--- config.mk ---
export PLATFORM = sky130hd
export DESIGN_NAME = lfc_ctrl
export DESIGN_NICKNAME = d
export VERILOG_FILES = /design/src/hw/rtl/lfc_pkg.sv /design/src/hw/rtl/lfc_ctrl.sv
export SDC_FILE = /design/constraint.sdc
export NUM_CORES = 1
export LEC_CHECK = 0
export BUFFER_PORTS_ARGS = -buffer_cell sky130_fd_sc_hd__buf_4
export CAP_MARGIN = 40
export CELL_PAD_IN_SITES_DETAIL_PLACEMENT = 0
export CELL_PAD_IN_SITES_GLOBAL_PLACEMENT = 2
export CORE_MARGIN = 8
export CORE_UTILIZATION = 37
export CTS_BUF_LIST = sky130_fd_sc_hd__clkbuf_16
export DETAILED_ROUTE_END_ITERATION = 12
export PLACE_DENSITY_LB_ADDON = 0.1
export SLEW_MARGIN = 20
export SYNTH_ARGS = -nofsm -noshare
export SYNTH_HDL_FRONTEND = slang
export SYNTH_SLANG_ARGS = --single-unit
--- constraint.sdc ---
create_clock -name clk -period 4.15 [get_ports clk]
set_clock_uncertainty 0.05 [all_clocks]
set_input_delay 0.83 -clock clk [delete_from_list [all_inputs] [get_ports clk]]
set_output_delay 0.83 -clock clk [all_outputs]
set_load 0.1 [all_outputs]
--- src/hw/rtl/lfc_pkg.sv ---
// Shared constants and types for the line FIR convolver.
`timescale 1ns / 1ps
`default_nettype none
package lfc_pkg;

	localparam int MAX_TAPS  = 16;
	localparam int COEF_FRAC = 12;

	localparam int COEF_W    = 16;
	localparam int PIX_W     = 8;
	localparam int TAPCFG_W  = 5;
	localparam int IDX_IN_W  = 4;
	localparam int TAP_IDX_W = (MAX_TAPS > 1) ? $clog2(MAX_TAPS) : 1;
	localparam int CNT_W     = $clog2(MAX_TAPS + 1);
	localparam int PROD_W    = COEF_W + PIX_W + 1;
	localparam int SUM_W     = PROD_W + TAP_IDX_W;
	localparam int MAG_W     = SUM_W - COEF_FRAC;

	localparam logic [TAPCFG_W-1:0] TAP_RESET = TAPCFG_W'(1);

	localparam logic OP_LOAD  = 1'b0;
	localparam logic OP_PIXEL = 1'b1;

	// coefficient broadcast to every cell
	typedef struct packed {
		logic                     act;
		logic signed [COEF_W-1:0] coef;
	} bcast_t;

	// partial sum travelling down the chain
	typedef struct packed {
		logic                    tok;
		logic signed [SUM_W-1:0] psum;
	} link_t;

	// sequencer controls toward the datapath
	typedef struct packed {
		logic             start;
		logic             shift_en;
		logic [PIX_W-1:0] shift_pix;
		logic             load_out;
	} ctrl_t;

endpackage
`default_nettype wire

--- src/hw/rtl/lfc_ctrl.sv ---
// Sequencer: tap count register, line count, coefficient memory and sweep control.
`timescale 1ns / 1ps
`default_nettype none
module lfc_ctrl (
	input  wire logic                                clk,
	input  wire logic                                arst_n,
	input  wire logic                                cfg_valid,
	output logic                                     cfg_ready,
	input  wire logic        [lfc_pkg::TAPCFG_W-1:0] tap_count,
	input  wire logic                                in_valid,
	output logic                                     in_stall,
	input  wire logic                                operation,
	input  wire logic        [lfc_pkg::IDX_IN_W-1:0] tap_index,
	input  wire logic signed [lfc_pkg::COEF_W-1:0]   coefficient,
	input  wire logic        [lfc_pkg::PIX_W-1:0]    pixel,
	input  wire logic                                line_start,
	input  wire logic                                last_tok,
	input  wire logic                                out_free,
	output lfc_pkg::bcast_t                          bc,
	output lfc_pkg::ctrl_t                           ctl
);

	localparam logic [1:0] ST_IDLE  = 2'd0;
	localparam logic [1:0] ST_RUN   = 2'd1;
	localparam logic [1:0] ST_DRAIN = 2'd2;

	logic [1:0]                          state_q;
	logic [lfc_pkg::TAPCFG_W-1:0]        tap_count_q;
	logic [lfc_pkg::CNT_W-1:0]           cnt_q;
	logic [lfc_pkg::CNT_W-1:0]           taps_q;
	logic [lfc_pkg::CNT_W-1:0]           step_q;
	logic [lfc_pkg::PIX_W-1:0]           pend_pix_q;
	logic                                start_q;
	logic                                act_q;
	logic signed [lfc_pkg::COEF_W-1:0]   coef_q;
	logic signed [lfc_pkg::COEF_W-1:0]   coef_mem [lfc_pkg::MAX_TAPS];

	logic                                accept;
	logic                                pix_acc;
	logic                                emit;
	logic [lfc_pkg::CNT_W-1:0]           taps_eff;
	logic [lfc_pkg::CNT_W-1:0]           cnt_next;
	logic [lfc_pkg::CNT_W-1:0]           rd_diff;
	logic [lfc_pkg::TAP_IDX_W-1:0]       rd_addr;

	assign cfg_ready = 1'b1;
	assign in_stall  = (state_q != ST_IDLE);
	assign accept    = in_valid && !in_stall;
	assign pix_acc   = accept && (operation == lfc_pkg::OP_PIXEL);

	always_comb begin
		if (int'(tap_count_q) > lfc_pkg::MAX_TAPS) begin
			taps_eff = lfc_pkg::CNT_W'(lfc_pkg::MAX_TAPS);
		end else begin
			taps_eff = lfc_pkg::CNT_W'(tap_count_q);
		end
		cnt_next = line_start ? '0 : cnt_q;
		emit     = (cnt_next >= taps_eff);
		rd_diff  = taps_q - lfc_pkg::CNT_W'(1) - step_q;
		rd_addr  = rd_diff[lfc_pkg::TAP_IDX_W-1:0];
	end

	always_ff @(posedge clk or negedge arst_n) begin
		if (!arst_n) begin
			state_q     <= ST_IDLE;
			tap_count_q <= lfc_pkg::TAP_RESET;
			cnt_q       <= '0;
			taps_q      <= '0;
			step_q      <= '0;
			start_q     <= 1'b0;
			act_q       <= 1'b0;
		end else begin
			if (cfg_valid && cfg_ready) begin
				tap_count_q <= tap_count;
			end
			start_q <= (state_q == ST_RUN) && (step_q == '0);
			act_q   <= (state_q == ST_RUN) && (step_q < taps_q);
			case (state_q)
				ST_IDLE: begin
					if (pix_acc) begin
						if (int'(cnt_next) < lfc_pkg::MAX_TAPS) begin
							cnt_q <= cnt_next + lfc_pkg::CNT_W'(1);
						end else begin
							cnt_q <= cnt_next;
						end
						if (emit) begin
							state_q <= ST_RUN;
							taps_q  <= taps_eff;
							step_q  <= '0;
						end
					end
				end
				ST_RUN: begin
					if (int'(step_q) < lfc_pkg::MAX_TAPS) begin
						step_q <= step_q + lfc_pkg::CNT_W'(1);
					end
					if (last_tok) begin
						state_q <= ST_DRAIN;
					end
				end
				ST_DRAIN: begin
					if (out_free) begin
						state_q <= ST_IDLE;
					end
				end
				default: begin
					state_q <= ST_IDLE;
				end
			endcase
		end
	end

	always_ff @(posedge clk) begin
		if (pix_acc && emit) begin
			pend_pix_q <= pixel;
		end
		if (accept && (operation == lfc_pkg::OP_LOAD) &&
		    (int'(tap_index) < lfc_pkg::MAX_TAPS)) begin
			coef_mem[lfc_pkg::TAP_IDX_W'(tap_index)] <= coefficient;
		end
		coef_q <= coef_mem[rd_addr];
	end

	assign bc.act        = act_q;
	assign bc.coef       = coef_q;
	assign ctl.start     = start_q;
	assign ctl.shift_en  = (pix_acc && !emit) || ((state_q == ST_RUN) && last_tok);
	assign ctl.shift_pix = (state_q == ST_RUN) ? pend_pix_q : pixel;
	assign ctl.load_out  = (state_q == ST_DRAIN) && out_free;

endmodule
`default_nettype wire

Yosys cells after proc, flatten, opt, wreduce, memory -nomap -nowiden:

Memory sizes are Yosys's and may differ from the RTL's. A register that Yosys moved wholly into a read port is not among the register bits.
Cells that the tools add are included.

* bits in registers: 32
* word-level logic and storage cells: 61
* memory bits (writable): 256
* memories: 1

Memories
* coef_mem: depth 16, bits a word 16, read ports 1, clocked after Yosys merged registers in 1, write ports 1, line lfc_ctrl.sv:36 `logic signed [lfc_pkg::COEF_W-1:0] coef_mem [lfc_pkg::MAX_TAPS];`

* add/subtract/negate cells: 4
* $lt $le $gt $ge: 5
* bitwise operators: 1
* reductions and logical operators: 20
* equality and inequality tests: 7
* multiplexer cells: 15

Operators by type and width (number)
* two-way mux 5 bit: 6
* adder 5 x 1 -> 5 bit, second input constant: 2
* less-than comparator 5 bit, second input constant: 2
* one-hot mux 5 bit (2 select lines): 1
* logical AND 1 bit: 9
* two-way mux 2 bit: 4
* two-way mux 8 bit: 1
* inequality test 2 bit, second input constant: 4
* AND reduction 4 bit: 2
* one-hot mux 2 bit (3 select lines): 1
* >= comparator 5 bit: 1
* > comparator 5 bit, second input constant: 1
* zero test 5 bit: 1
* less-than comparator 5 bit: 1
* nonzero test 2 bit: 2
* subtractor 4 x 1 -> 4 bit, second input constant: 1
* subtractor 4 bit: 1
* AND reduction 3 bit: 1
* equality test 2 x 1 -> 1 bit, second input constant: 1
* equality test 2 bit, second input constant: 1
* zero test 1 bit: 2
* zero test 2 bit: 1
* two-way mux 1 bit: 2
* inequality test 2 x 1 -> 1 bit, second input constant: 1
* other kinds (3): 3

Longest topological paths before layout:

* word-level depth: 6
* depth in mapped cells: 8

Least setup slack after synthesis:

OpenSTA, ideal clock, no wires.

* path kind: input to output
* from: input port line_start
* to: output port ctl[9] in the netlist's numbering
* buffers on the path: 1
* path slack: -0.814 ns
* stages: 8
* data arrival time: 4.084 ns
* cells stage by stage: clkbuf_1 -> nand2b_1 -> ha_1 -> nor2b_1 -> o21ai_0 -> a21oi_1 -> nor2b_1 -> o31ai_1

RTL lines
* from (decl): line lfc_ctrl.sv:16 `input wire logic line_start,`
* to (decl): line lfc_ctrl.sv:20 `output lfc_pkg::ctrl_t ctl`

==> impl_results.md <==
- Status: finished clean
- Initial Utilization: 37.7%
- Port Buffers: 69
- Cell with the most instances after synthesis: edfxtp_1
- Total track usage: 14.0%
- Initial antenna violation count: 0
- Final instance area: approximately 0.014 mm2
- Fillers: between 2k and 3k
- CP endpoint kind: output pin
- Die W: 196 um
- Via count: 5665
- Drc violations: 0
- Logic pwr share: between 40% and 50%
- Avg Cell Area, Syn: 20.9 um2
- Post-detail-place hpwl: 15300 um
- Top cells by area, synth: edfxtp_1, mux4_2, mux4_1
- Die Height: a little under 200 um
- RSZ-0062 raised after global routing: no
- Final hold vios: 0
- DR iter-0 viols: 257
- Max Fclk: between 200 and 300 MHz
- Commonest cells post-synth: edfxtp_1, mux4_2, nand2_1, mux4_1, dfrtp_1
- Worst-path clk slew: 50 ps
- Max VDD drop: 0.000634 V
- Setup violators final: 0
- RePlAce Congestion: about 0.73
- Clock root buffer: clkbuf_16
- Num CTS Buffers: 34
- Async S/R FF share, synth: 7.89%
- CTS tree: yes
- CORE AREA: 0.0316 mm2
- Dpl ws: 833 ps
- Tmin final: 3430 ps
- Post-cts sizing count: 0
- Top_reg_cell synth: edfxtp_1
- Cell accounting for the most synthesized area: edfxtp_1
- Clock Power Share: about 25%
- Synth Area in Compound Gates: 1.64%
- Reg power frac: between 30% and 40%
- Worst-Margin Slew: 801 ps
- Req. time, crit path: 3270 ps
- CTS H-tree lvls: 2
- CP max FO: 2
- Switching portion of total power: 34.0%
- Antenna fix cells: 0
- Area Growth Syn to Fin: 18.9%
- Final period utilization: between 80% and 90%
- First-pass GRT wire length: approximately 40000 um
- Largest net degree at the start of global routing: 65
- Critical path class: reg -> out
- Post-synth EDFFs: roughly 260
- Total congestion overflow: 0
- Final WL: 26200 um
- Power Internal: 7.54 mW
- CP arrival: 2550 ps
- Placed inst area: 0.0131 mm2
- Sw power: ~3.9 mW
- Wire length per cell: 23.7 um
- # hold bufs at CTS: 0
- Worst Hold Class: in -> async
- Yosys top cell area share: roughly two thirds
- Syn Std Cell Area: 0.0119 mm2
- Sequential element share of the synthesized area: 74.1%
- Relative slew slack: 46.5%
- Final antenna-violating net count: 0
- Routed vias/inst: 5.13
- Mapped Nets: 629
- Seq cells post-synth: 304
- Setup WS post-layout: 723 ps
- Post-Synth XOR/XNOR Area: 0.220%
- Power per cell area: about 800 mW/mm2
- Share of layout cells above drive strength 1: 30.3%
- Final setup TNS: 0 ps
- Netlist cell types: 40
- Max-Cap Viols: 0
- Synth Warn #: 0
- NumNets Final: 734
- Clock Latency Late Sink: 500 ps
- Clock buffer depth: 3
- Leakage Power: 5.01 nW
- Setup Buffers After CTS: 0
- Num ports: 71
- Number of global-route vias before repair: 6267
- Slew Limit Fails: 0
- Largest family of logic cells by synthesized area: multiplexers
- Worst setup SP type: flip-flop
- DIE AREA: between 0.03 and 0.04 mm2
- Simple-Gate Fraction of Synth Area: 3.32%
- Row cnt: between 60 and 70
- Synth Area in Adders: around 1.7%
- Sink Count: 304
- Synth Instances: 572
- 1st-pass router iterations: 4
- Post-synthesis mux area share: between 10% and 20%
[registers in the layout (all words and copies together), names as in the netlist]
signal	flops
act_q	1
cnt_q	5
coef_mem	256
coef_q	16
pend_pix_q	8
start_q	1
state_q	2
step_q	5
tap_count_q	5
taps_q	5
[cells in the final DEF, fill, tap and decap left out, types with 2 or more instances in the layout]
cell type / n
mux2i_1: 7
clkinv_1: 5
ha_1: 14
bufinv_16: 3
nand2b_1: 8
nor3_2: 4
nor2b_1: 9
dfxtp_1: 16
mux4_1: 33
nand3_1: 5
clkinv_2: 7
nand2_1: 35
inv_1: 25
nor2_2: 13
clkbuf_16: 35
edfxtp_1: 264
buf_4: 87
mux4_2: 47
mux2_2: 5
o22ai_1: 4
a21oi_1: 6
o21ai_0: 11
dfrtp_1: 23
nor2_1: 7
a211oi_1: 2
buf_12: 2
nor3_1: 3
[layer usage]
layer	vias up	part of all wire (%)	global-route usage, %
met3	34	4.5	3.01
li1	2550	-	-
met4	0	1.8	3.82
met5	-	0	0
met2	124	51	24.4
met1	2957	43	17.4
[area by class of cell]
| class | instances | area [um2] | share of cell area (%) |
|---|---|---|---|
| clock inverter | 26 | 190 | 1.34 |
| sequential | 304 | 8850 | 62.4 |
| tap | 402 | 503 | 3.54 |
| clock buffer | 35 | 876 | 6.17 |
| timing repair buffer | 91 | 736 | 5.19 |
| multi-input combinational | 231 | 2980 | 21.0 |
| inverter | 15 | 56.3 | 0.397 |
[final timing paths]
path | startpoint | end | slack (ps) | depth (start not counted)
worst max-delay path | tap_count_q[0] | ctl[9] | 720 | 8
worst min-delay path | arst_n | cnt_q[1] | 180 | 1
worst max register to register | step_q[0] | coef_q[6] | 1260 | 5
worst min register to register | tap_count_q[2] | tap_count_q[2] | 460 | 1
max in group asynchronous | arst_n | tap_count_q[0] | 3580 | 1
min in group clk | tap_count_q[2] | tap_count_q[2] | 460 | 1
[logic make-up (layout without fill, tap and decap cells)]
logic type               after synthesis  in the layout
other                                  1              1
AO/OA/AOI/OAI                         32             32
multiplexers                          92             92
buffers and inverters                 37            167
flip-flops                           304            304
AND/OR/NAND/NOR                       87             87
adder cells (fa/ha/maj)               16             16
XOR/XNOR                               3              3
[stage by stage]
| stage | hold slack (ps) | util, % | cells | total power, mW |
|---|---|---|---|---|
| 2_1_floorplan | 410 | - | 572 | 7.39 |
| 3_3_place_gp | 445 | 41.3 | 1041 | 8.61 |
| 3_5_place_dp | 448 | 41.5 | 1043 | 8.75 |
| 4_1_cts | 166 | 44.8 | 1104 | 11.6 |
| 5_1_grt | 190 | 44.8 | 1104 | 12.0 |
| 6_report | 177 | 44.8 | 1104 | 11.4 |
[power by group through the flow]
stage / Sequential (mW) / Combinational, mW / Clock, mW
5_1_grt: 3.68 / 5.29 / 3.05
6_report: 3.65 / 4.91 / 2.85
3_5_place_dp: 3.72 / 5.03 / 0
2_1_floorplan: 4.29 / 3.10 / 0
4_1_cts: 3.66 / 5.04 / 2.95
3_3_place_gp: 3.72 / 4.89 / 0
[worst max-delay path: stages (launching register included)]
cell and delay [ps]:
dfstp_2 530, nor2b_1 250, ha_1 280, nor2b_1 120, o21ai_0 130, a21oi_1 170
nor2b_1 70, o31ai_2 170, buf_4 330
Power figures use the tool's default switching activity.
