==> config.mk <==
export PLATFORM = sky130hd
export DESIGN_NAME = lfc_cell
export DESIGN_NICKNAME = d
export VERILOG_FILES = /design/src/hw/rtl/lfc_pkg.sv /design/src/hw/rtl/lfc_cell.sv
export SDC_FILE = /design/constraint.sdc
export NUM_CORES = 1
export LEC_CHECK = 0
export ABC_AREA = 1
export BUFFER_PORTS_ARGS = -buffer_cell sky130_fd_sc_hd__clkbuf_2
export CORE_MARGIN = 2
export CORE_UTILIZATION = 38
export CTS_BUF_LIST = sky130_fd_sc_hd__clkbuf_2
export CTS_CLUSTER_DIAMETER = 150
export DETAILED_ROUTE_END_ITERATION = 6
export GPL_TIMING_DRIVEN = 1
export SYNTH_ARGS = -nofsm -noshare
export SYNTH_HDL_FRONTEND = slang
export SYNTH_SLANG_ARGS = --single-unit
==> constraint.sdc <==
create_clock -name clk -period 6.67 [get_ports clk]
set_clock_uncertainty 0.2 [all_clocks]
set_input_delay 1.334 -clock clk [delete_from_list [all_inputs] [get_ports clk]]
set_output_delay 1.334 -clock clk [all_outputs]
set_load 0.02 [all_outputs]
==> src/hw/rtl/lfc_pkg.sv <==
// Shared constants and types for the line FIR convolver.
`timescale 1ns / 1ps
`default_nettype none
package lfc_pkg;

	localparam int MAX_TAPS  = 16;
	localparam int COEF_FRAC = 12;

	localparam int COEF_W    = 16;
	localparam int PIX_W     = 8;
	localparam int TAPCFG_W  = 5;
	localparam int IDX_IN_W  = 4;
	localparam int TAP_IDX_W = (MAX_TAPS > 1) ? $clog2(MAX_TAPS) : 1;
	localparam int CNT_W     = $clog2(MAX_TAPS + 1);
	localparam int PROD_W    = COEF_W + PIX_W + 1;
	localparam int SUM_W     = PROD_W + TAP_IDX_W;
	localparam int MAG_W     = SUM_W - COEF_FRAC;

	localparam logic [TAPCFG_W-1:0] TAP_RESET = TAPCFG_W'(1);

	localparam logic OP_LOAD  = 1'b0;
	localparam logic OP_PIXEL = 1'b1;

	// coefficient broadcast to every cell
	typedef struct packed {
		logic                     act;
		logic signed [COEF_W-1:0] coef;
	} bcast_t;

	// partial sum travelling down the chain
	typedef struct packed {
		logic                    tok;
		logic signed [SUM_W-1:0] psum;
	} link_t;

	// sequencer controls toward the datapath
	typedef struct packed {
		logic             start;
		logic             shift_en;
		logic [PIX_W-1:0] shift_pix;
		logic             load_out;
	} ctrl_t;

endpackage
`default_nettype wire

==> src/hw/rtl/lfc_cell.sv <==
// One window cell: holds one pixel and adds its weighted term to a passing partial sum.
`timescale 1ns / 1ps
`default_nettype none
module lfc_cell (
	input  wire logic                        clk,
	input  wire logic                        arst_n,
	input  wire logic                        shift_en,
	input  wire logic [lfc_pkg::PIX_W-1:0]   pix_in,
	output logic      [lfc_pkg::PIX_W-1:0]   pix_out,
	input  wire lfc_pkg::bcast_t             bc,
	input  wire lfc_pkg::link_t              link_in,
	output lfc_pkg::link_t                   link_out
);

	logic [lfc_pkg::PIX_W-1:0]         pix_q;
	logic                              tok_q;
	logic signed [lfc_pkg::SUM_W-1:0]  psum_q;
	logic signed [lfc_pkg::PROD_W-1:0] prod;
	logic signed [lfc_pkg::SUM_W-1:0]  term;

	assign prod = $signed({1'b0, pix_q}) * bc.coef;
	assign term = bc.act ? lfc_pkg::SUM_W'(prod) : '0;

	always_ff @(posedge clk or negedge arst_n) begin
		if (!arst_n) begin
			pix_q <= '0;
			tok_q <= 1'b0;
		end else begin
			tok_q <= link_in.tok;
			if (shift_en) begin
				pix_q <= pix_in;
			end
		end
	end

	always_ff @(posedge clk) begin
		if (link_in.tok) begin
			psum_q <= link_in.psum + term;
		end
	end

	assign pix_out       = pix_q;
	assign link_out.tok  = tok_q;
	assign link_out.psum = psum_q;

endmodule
`default_nettype wire

---- Word-level counts from Yosys, hierarchy flattened ----
Index checks and enable logic that the tools add are counted.
operators by class
  mux-type cells .......................... 1
  $add $sub $neg .......................... 1
  multipliers ............................. 1
operator list
  operator                     count
  adder 29 bit                 1
  2-to-1 mux 29 bit            1
  multiplier 9 x 16 -> 25 bit  1
storage, ports and cells
  word-level logic and storage cells ...... 6
  register bits after elaboration ......... 38
  bits of input ports ..................... 58
  output and inout port bits .............. 38

---- Logic depth before layout (Yosys ltp) ----
Gate-level depths: netlist (run 1).
  depth after elaboration ................. 3
  depth in mapped cells ................... 33
  mapped depth without buffers ............ 31

---- Least setup slack after synthesis (run 1) ----
OpenSTA, ideal clock, no wires.
  path type ............................... input port to flip-flop
  from .................................... in bc[15] (netlist name)
  to ...................................... reg psum_q[27] (netlist name) (data pin)
  data required time ...................... 6.218 ns
  setup time .............................. 0.252 ns
  slack ................................... 0.030 ns
  data arrival time ....................... 6.187 ns
  path buffers ............................ 1
  cell stages on the path ................. 25
  cells stage by stage .................... clkbuf_1 > nand2_1 > fa_1 > inv_1 > fa_1 > fa_1 > inv_1 > fa_1 > inv_1 > ha_1 > nand2_1 > nor4_1 > nand2_1 > nand2_1 > nand2_2 > nand3_2 > inv_1 > ha_1 > a21o_1 > a221oi_1 > nand2_1 > a21oi_1 > nand2_1 > nand2_1 > nand2_1
between the ends
  cells in the longest elaborated chain, start to end .. 3
ends and longest elaborated chain
  what                         RTL line        RTL
  start, declared              lfc_cell.sv:10  input wire lfc_pkg::bcast_t bc,
  multiplier 9 x 16 -> 25 bit  lfc_cell.sv:21  assign prod = $signed({1'b0, pix_q}) * bc.coef;
  2-to-1 mux 29 bit            lfc_cell.sv:22  assign term = bc.act ? lfc_pkg::SUM_W'(prod) : '0;
  adder 29 bit                 lfc_cell.sv:38  psum_q <= link_in.psum + term;
  end signal, assigned         lfc_cell.sv:38
  end, declared                lfc_cell.sv:17  logic signed [lfc_pkg::SUM_W-1:0] psum_q;
No other way between the ends.
A chain may end at the register's enable or synchronous reset.

---- Worst setup path after layout (run 1) ----
  from .................................... in bc[10] (netlist name)
  to ...................................... reg psum_q[25] (netlist name) (data pin)
Same word-level chain as after synthesis.

==> results_dict.tcl, run 1 <==
set metrics [dict create \
    ys_async_sr_fraction_pct 23.7 \
    synth.area.top_cells "fa_1 (26%), inv_1 (13%), ha_1 (12%)" \
    ys.warnings.count 0 \
    rr_startpoint "pix_out[4]$_DFFE_PN0P_" \
    cts_tree "yes" \
    synth-simple-area-share_pct 19.6 \
    hp-start "pix_out[1]$_DFFE_PN0P_" \
    path_class "in2reg" \
    drtAntennaViolNets 0 \
    io_buffer_count 95 \
    crit_arrival_ps 6490 \
    num_rows 53 \
    htree_levels 2 \
    gp_congestion 0.887 \
    period_needed_ps 6440 \
    fp.dieW_um 149 \
    synth-seq-cells 38 \
    ios 96 \
    core_area_um2 20800 \
    tightest_slew_ps 829 \
    relSlewSlack_pct 44.8 \
    cp-end-kind "flop" \
    outcome "completed" \
    timing.fmax_ghz 0.155 \
    syn_area_um2 7990 \
    synthMuxAreaShare_pct 1.13 \
    cts_buffers 5 \
    dieArea_um2 22200 \
    clk_latency_ps 420 \
    drv_cap 0 \
    setup_viol 0 \
    grt_remaining_overflow 0 \
    synth_top_family_by_area "adder cells" \
    initial_utilization_pct 38.4 \
    yosysUniqueCellTypes 39 \
    first_pass_iters 4 \
    crit_path_start_kind "primary input" \
    syn2layout_area_growth_pct 25.5 \
    dpl.hpwl_um 17700 \
    crit_path_start "bc[10]" \
    hold_viol 0 \
    grt_use_total_pct 19.5 \
    clkSinkCount 38 \
    path_max_fanout 6 \
    period_share_pct 96.6 \
    antenna_found_initial 1 \
    slew_viol_final 0 \
    drive_gt1_share_pct 25.4 \
    routed_via_density 4.60 \
    nets 1523 \
    grt_pass1_vias 7538 \
    drc 0 \
    n_fill_cell 2133 \
    grt_pass1_wl_um 35100 \
    synth-compound-area-share_pct 9.58 \
    clk_path_buf_depth 2 \
    root_buffer "clkbuf_2" \
    grt_max_degree 31 \
    synth-edff-count 29 \
    synth_flop_cell "edfxtp_1" \
    avgRoutedWirePerCell_um 12.9 \
    synth.avg_cell_area_um2 7.45 \
    synthesis.nets 1312 \
    hold_slack_ps 489 \
    yosys.area.top_type_share_pct 25.8 \
    syn_inst 1073 \
    routed_wl_um 20200 \
    yosysTopAreaCell "fa_1" \
    drt_iter0_drc 297 \
    via_count 7179 \
    synthAdderAreaFrac_pct 38.0 \
    hold_path.class "reg2reg" \
    synthXorXnorAreaFrac_pct 3.07 \
    ys_seq_area_share_pct 13.7 \
    crit_required_ps 6720 \
    die_h_um 149 \
    cts.reportedPaths.clkPinSlew_ps 240 \
    grt_setup_unrepaired "true" \
]
## per-stage QoR
| stage | cells | setup slack (ps) | TNS, ps | area [um2] | util (%) |
|---|---|---|---|---|---|
| after global routing | 1561 | -13.2 | -29.7 | 10000 | 48.2 |
| after global placement | 1550 | -495 | -4670 | 9750 | 46.8 |
| after floorplan | 1073 | 30.2 | 0 | 7990 | - |
| final | 1561 | 230 | 0 | 10000 | 48.2 |
| after detailed placement | 1550 | -475 | -4560 | 9750 | 46.8 |
| after CTS | 1558 | 30.3 | 0 | 9840 | 47.3 |
## cell usage in the layout, fill, tap and decap left out, drive strengths merged, types with 2 or more instances in the layout
cell,count
a21o,8
a21oi,68
a221oi,2
buf,148
bufinv,2
clkbuf,97
dfrtp,9
edfxtp,29
fa,103
ha,78
inv,278
mux2,8
nand2,260
nand3,34
nand4,10
nor2,63
nor3,5
nor4,3
o21ai,38
o21bai,7
xnor2,13
xor2,15
## final timing paths
kind / to / slack (ps) / depth (start not counted)
max: psum_q[25]$_DFFE_PP_ / 230 / 27
min: pix_out[1]$_DFFE_PN0P_ / 490 / 1
max reg2reg: psum_q[22]$_DFFE_PP_ / 420 / 28
min reg2reg: pix_out[1]$_DFFE_PN0P_ / 490 / 1
max in group asynchronous: pix_out[2]$_DFFE_PN0P_ / 5580 / 1
min in group asynchronous: pix_out[4]$_DFFE_PN0P_ / 520 / 1
## registers in the layout, indices dropped and copies added (netlist names)
signal,count
tok_q,1
psum_q,29
pix_out,8
## layer usage
metal / global-route usage, % / up-vias / part of all wire [%]
met5: 0 / - / 0
met4: 3.76 / 0 / 1.3
met3: 2.35 / 23 / 4.0
met2: 33.4 / 144 / 47
met1: 26.7 / 3346 / 47
li1: - / 3666 / -
## critical path, cell delays in order
cell and delay (ps):
clkbuf_2 140, nand2_1 80, inv_1 60, fa_1 560, fa_1 450, fa_1 570, inv_1 60, fa_1 530
inv_1 40, ha_1 340, buf_4 160, nand2_2 110, nor2_2 60, nand2_1 110, nand3_4 120, a21oi_2 150
xor2_1 210, nor2_1 70, ha_1 370, nand2_2 110, buf_4 150, nor2_1 130, inv_1 90, nor3_2 150
nand3_1 120, nand4_1 120, nand2_1 60
## cell usage after synthesis (6+ instances only)
cell type and n:
inv_1 276, nand2_1 254, fa_1 103, ha_1 78
nor2_1 60, a21oi_1 55, clkbuf_1 31, edfxtp_1 29
nand3_1 29, o21ai_0 29, xor2_1 15, xnor2_1 13
a21oi_2 11, nand4_1 10, dfrtp_1 9, a21o_1 8
mux2_2 8, nand2_2 6, o21bai_1 6
## layout make-up
type / count / area, um2 / share of cell area, %
diodes: 1 / 2.50 / 0.0250
clock buffers: 5 / 25.0 / 0.250
clock inverters: 3 / 68.8 / 0.686
inverters: 278 / 1040 / 10.4
multi-input cells: 721 / 5870 / 58.5
flip-flops and latches: 38 / 1100 / 10.9
well taps: 275 / 344 / 3.43
repair buffers: 240 / 1580 / 15.7
## timing repair
item,in CTS,in global routing
gates resized for setup,0,53
setup endpoints to repair,0,13
hold buffers,0,0
setup buffers,0,2
## cell families (layout without fill, tap and decap cells)
group	count (synthesis)	after routing
compound gates	126	126
xor+xnor	28	28
fa+ha+maj	181	181
buf+inv	314	526
flops	38	38
mux	8	8
other cells	0	1
simple gates	378	378
Power of run 1 is not shown: default switching activity piles up to over one toggle a cycle in this logic, so the estimate is an artifact.
==> inputs of run 2 (changes only) <==
- ABC_AREA: 1 -> not set
==> run 2 against run 1 <==
  * The run now ends with negative setup slack left
  * First-iteration DRC count is 49% lower
  * Synthesized area is 7.2% lower
  * Final area is 2.4% higher
  * Sequential share of layout area is 0.26 points lower
  * Largest cell class unchanged
==> results_dict.tcl, run 2 <==
set metrics [dict create \
    synth.avg_cell_area_um2 9.09 \
    path_class "in2reg" \
    syn_inst 816 \
    cp-end-kind "flop" \
    slew_viol_final 0 \
    cts_tree "yes" \
    ys.warnings.count 0 \
    crit_arrival_ps 7050 \
    final_common_cell "buf_4" \
    ys_seq_area_share_pct 14.8 \
    first_pass_iters 4 \
    clkSinkCount 38 \
    synth.area.top_cells "fa_1 (28%), ha_1 (13%), edfxtp_1 (12%)" \
    crit_path_frequent_cell "fa_1" \
    hold_path.class "in2async" \
    syn_area_um2 7420 \
    nets 1304 \
    critical_path.max_stage_delay_ps 540 \
    crit_required_ps 6690 \
    drc 0 \
    antenna_found_initial 1 \
    cts.reportedPaths.clkPinSlew_ps 270 \
    crit_path_start_kind "primary input" \
    die_h_um 144 \
    crit_family "adder cells" \
    regMostFlops "psum_q" \
    yosys.area.top_type_share_pct 27.8 \
    synth-seq-cells 38 \
    gp_congestion 0.842 \
    hold_slack_ps 509 \
    drtAntennaViolNets 0 \
    syn2layout_area_growth_pct 38.5 \
    routed_via_density 4.75 \
    dpl.hpwl_um 15300 \
    yosysTopAreaCell "fa_1" \
    drt_iter0_drc 151 \
    outcome "finished with violations" \
    setup_viol 10 \
    grt_setup_unrepaired "true" \
    reg2reg_slack_ps -190 \
    via_count 6331 \
    drv_cap 0 \
    grt_max_degree 31 \
    period_needed_ps 7030 \
    timing.fmax_ghz 0.142 \
    core_area_um2 19300 \
    violations "negative setup slack" \
    htree_levels 2 \
    grt_use_total_pct 18.2 \
    critPathBufInv 5 \
    yosysUniqueCellTypes 61 \
    yosysMostFrequentCell "inv_1" \
    largest_register_ffs 29 \
    fp.dieW_um 144 \
    grt_pass1_vias 6792 \
    synth_flop_cell "edfxtp_1" \
    clk_latency_ps 450 \
    initial_utilization_pct 38.4 \
    relSlewSlack_pct 49.3 \
    synth-edff-count 29 \
    tightest_slew_ps 760 \
    grt_remaining_overflow 0 \
    clk_path_buf_depth 2 \
    slowest_stage "fa_1" \
    holdBufCountCts 0 \
    ios 96 \
    io_buffer_count 95 \
    synthesis.nets 1055 \
    avgRoutedWirePerCell_um 13.4 \
    num_rows 51 \
    grt_pass1_wl_um 30800 \
    dieArea_um2 20600 \
    routed_wl_um 17900 \
    final_cell_mix "buf_4 (152), inv_1 (150), fa_1 (99)" \
    synth_common_cells "inv_1 (163), fa_1 (103), nand2_1 (88)" \
    ys_async_sr_fraction_pct 23.7 \
    n_fill_cell 1790 \
    path_max_fanout 5 \
    period_share_pct 105 \
    setup_tns_ps -2240 \
    root_buffer "clkbuf_2" \
    post-route-worst-setup-slack_ps -364 \
    drive_gt1_share_pct 37.6 \
    hold_viol 0 \
    cts_buffers 5 \
]
==> run 2: path summary, 6_finish.rpt <==
kind	startpoint	end	depth (start not counted)
worst min-delay path	arst_n	tok_q$_DFF_PN0_	1
max in group asynchronous	arst_n	pix_out[5]$_DFFE_PN0P_	1
worst max-delay path	bc[4]	psum_q[28]$_DFFE_PP_	26
min in group clk	pix_out[7]$_DFFE_PN0P_	pix_out[7]$_DFFE_PN0P_	1
worst max register to register	pix_out[2]$_DFFE_PN0P_	psum_q[28]$_DFFE_PP_	25
worst min register to register	pix_out[7]$_DFFE_PN0P_	pix_out[7]$_DFFE_PN0P_	1
==> run 2: kinds of logic after synthesis <==
logic type	Yosys count	synth area share (%)
xor+xnor	37	4.37
mux	10	1.48
flops	38	14.8
buf+inv	179	9.21
simple gates	245	17.1
fa+ha+maj	181	41.0
compound gates	126	12.1
==> run 2: layout make-up <==
class	instances	area (um2)	share of cell area [%]
clock inverter	3	68.8	0.670
antenna	1	2.50	0.0244
tap	265	332	3.23
multi-input combinational	599	6290	61.2
timing repair buffer	258	1850	18.0
inverter	163	612	5.96
clock buffer	5	25.0	0.244
sequential	38	1100	10.7
==> run 2: timing repair <==
action	4_1_cts	5_1_grt
setup endpoints to repair	13	16
gates cloned	0	0
resized for setup	41	73
pin swaps	47	65
buffers inserted	9	8
==> run 2: per-stage QoR <==
step	setup WS, ps	utilization (%)	instances	instance area, um2
3_3_place_gp	-973	49.6	1308	9580
5_1_grt	-653	53.1	1332	10300
4_1_cts	-381	51.3	1325	9930
2_1_floorplan	-652	-	816	7710
6_report	-364	53.1	1332	10300
3_5_place_dp	-1060	49.6	1308	9580
==> run 2: layer usage <==
| layer | part of all wire, % | track usage (%) | wire length, um |
|---|---|---|---|
| met2 | 53 | 34.4 | 9570 |
| met1 | 43 | 22.5 | 7740 |
| met4 | 1.4 | 3.97 | 244 |
| met5 | 0 | 0 | 0 |
| met3 | 2.0 | 1.50 | 354 |
Power of run 2 is left out for the same reason.
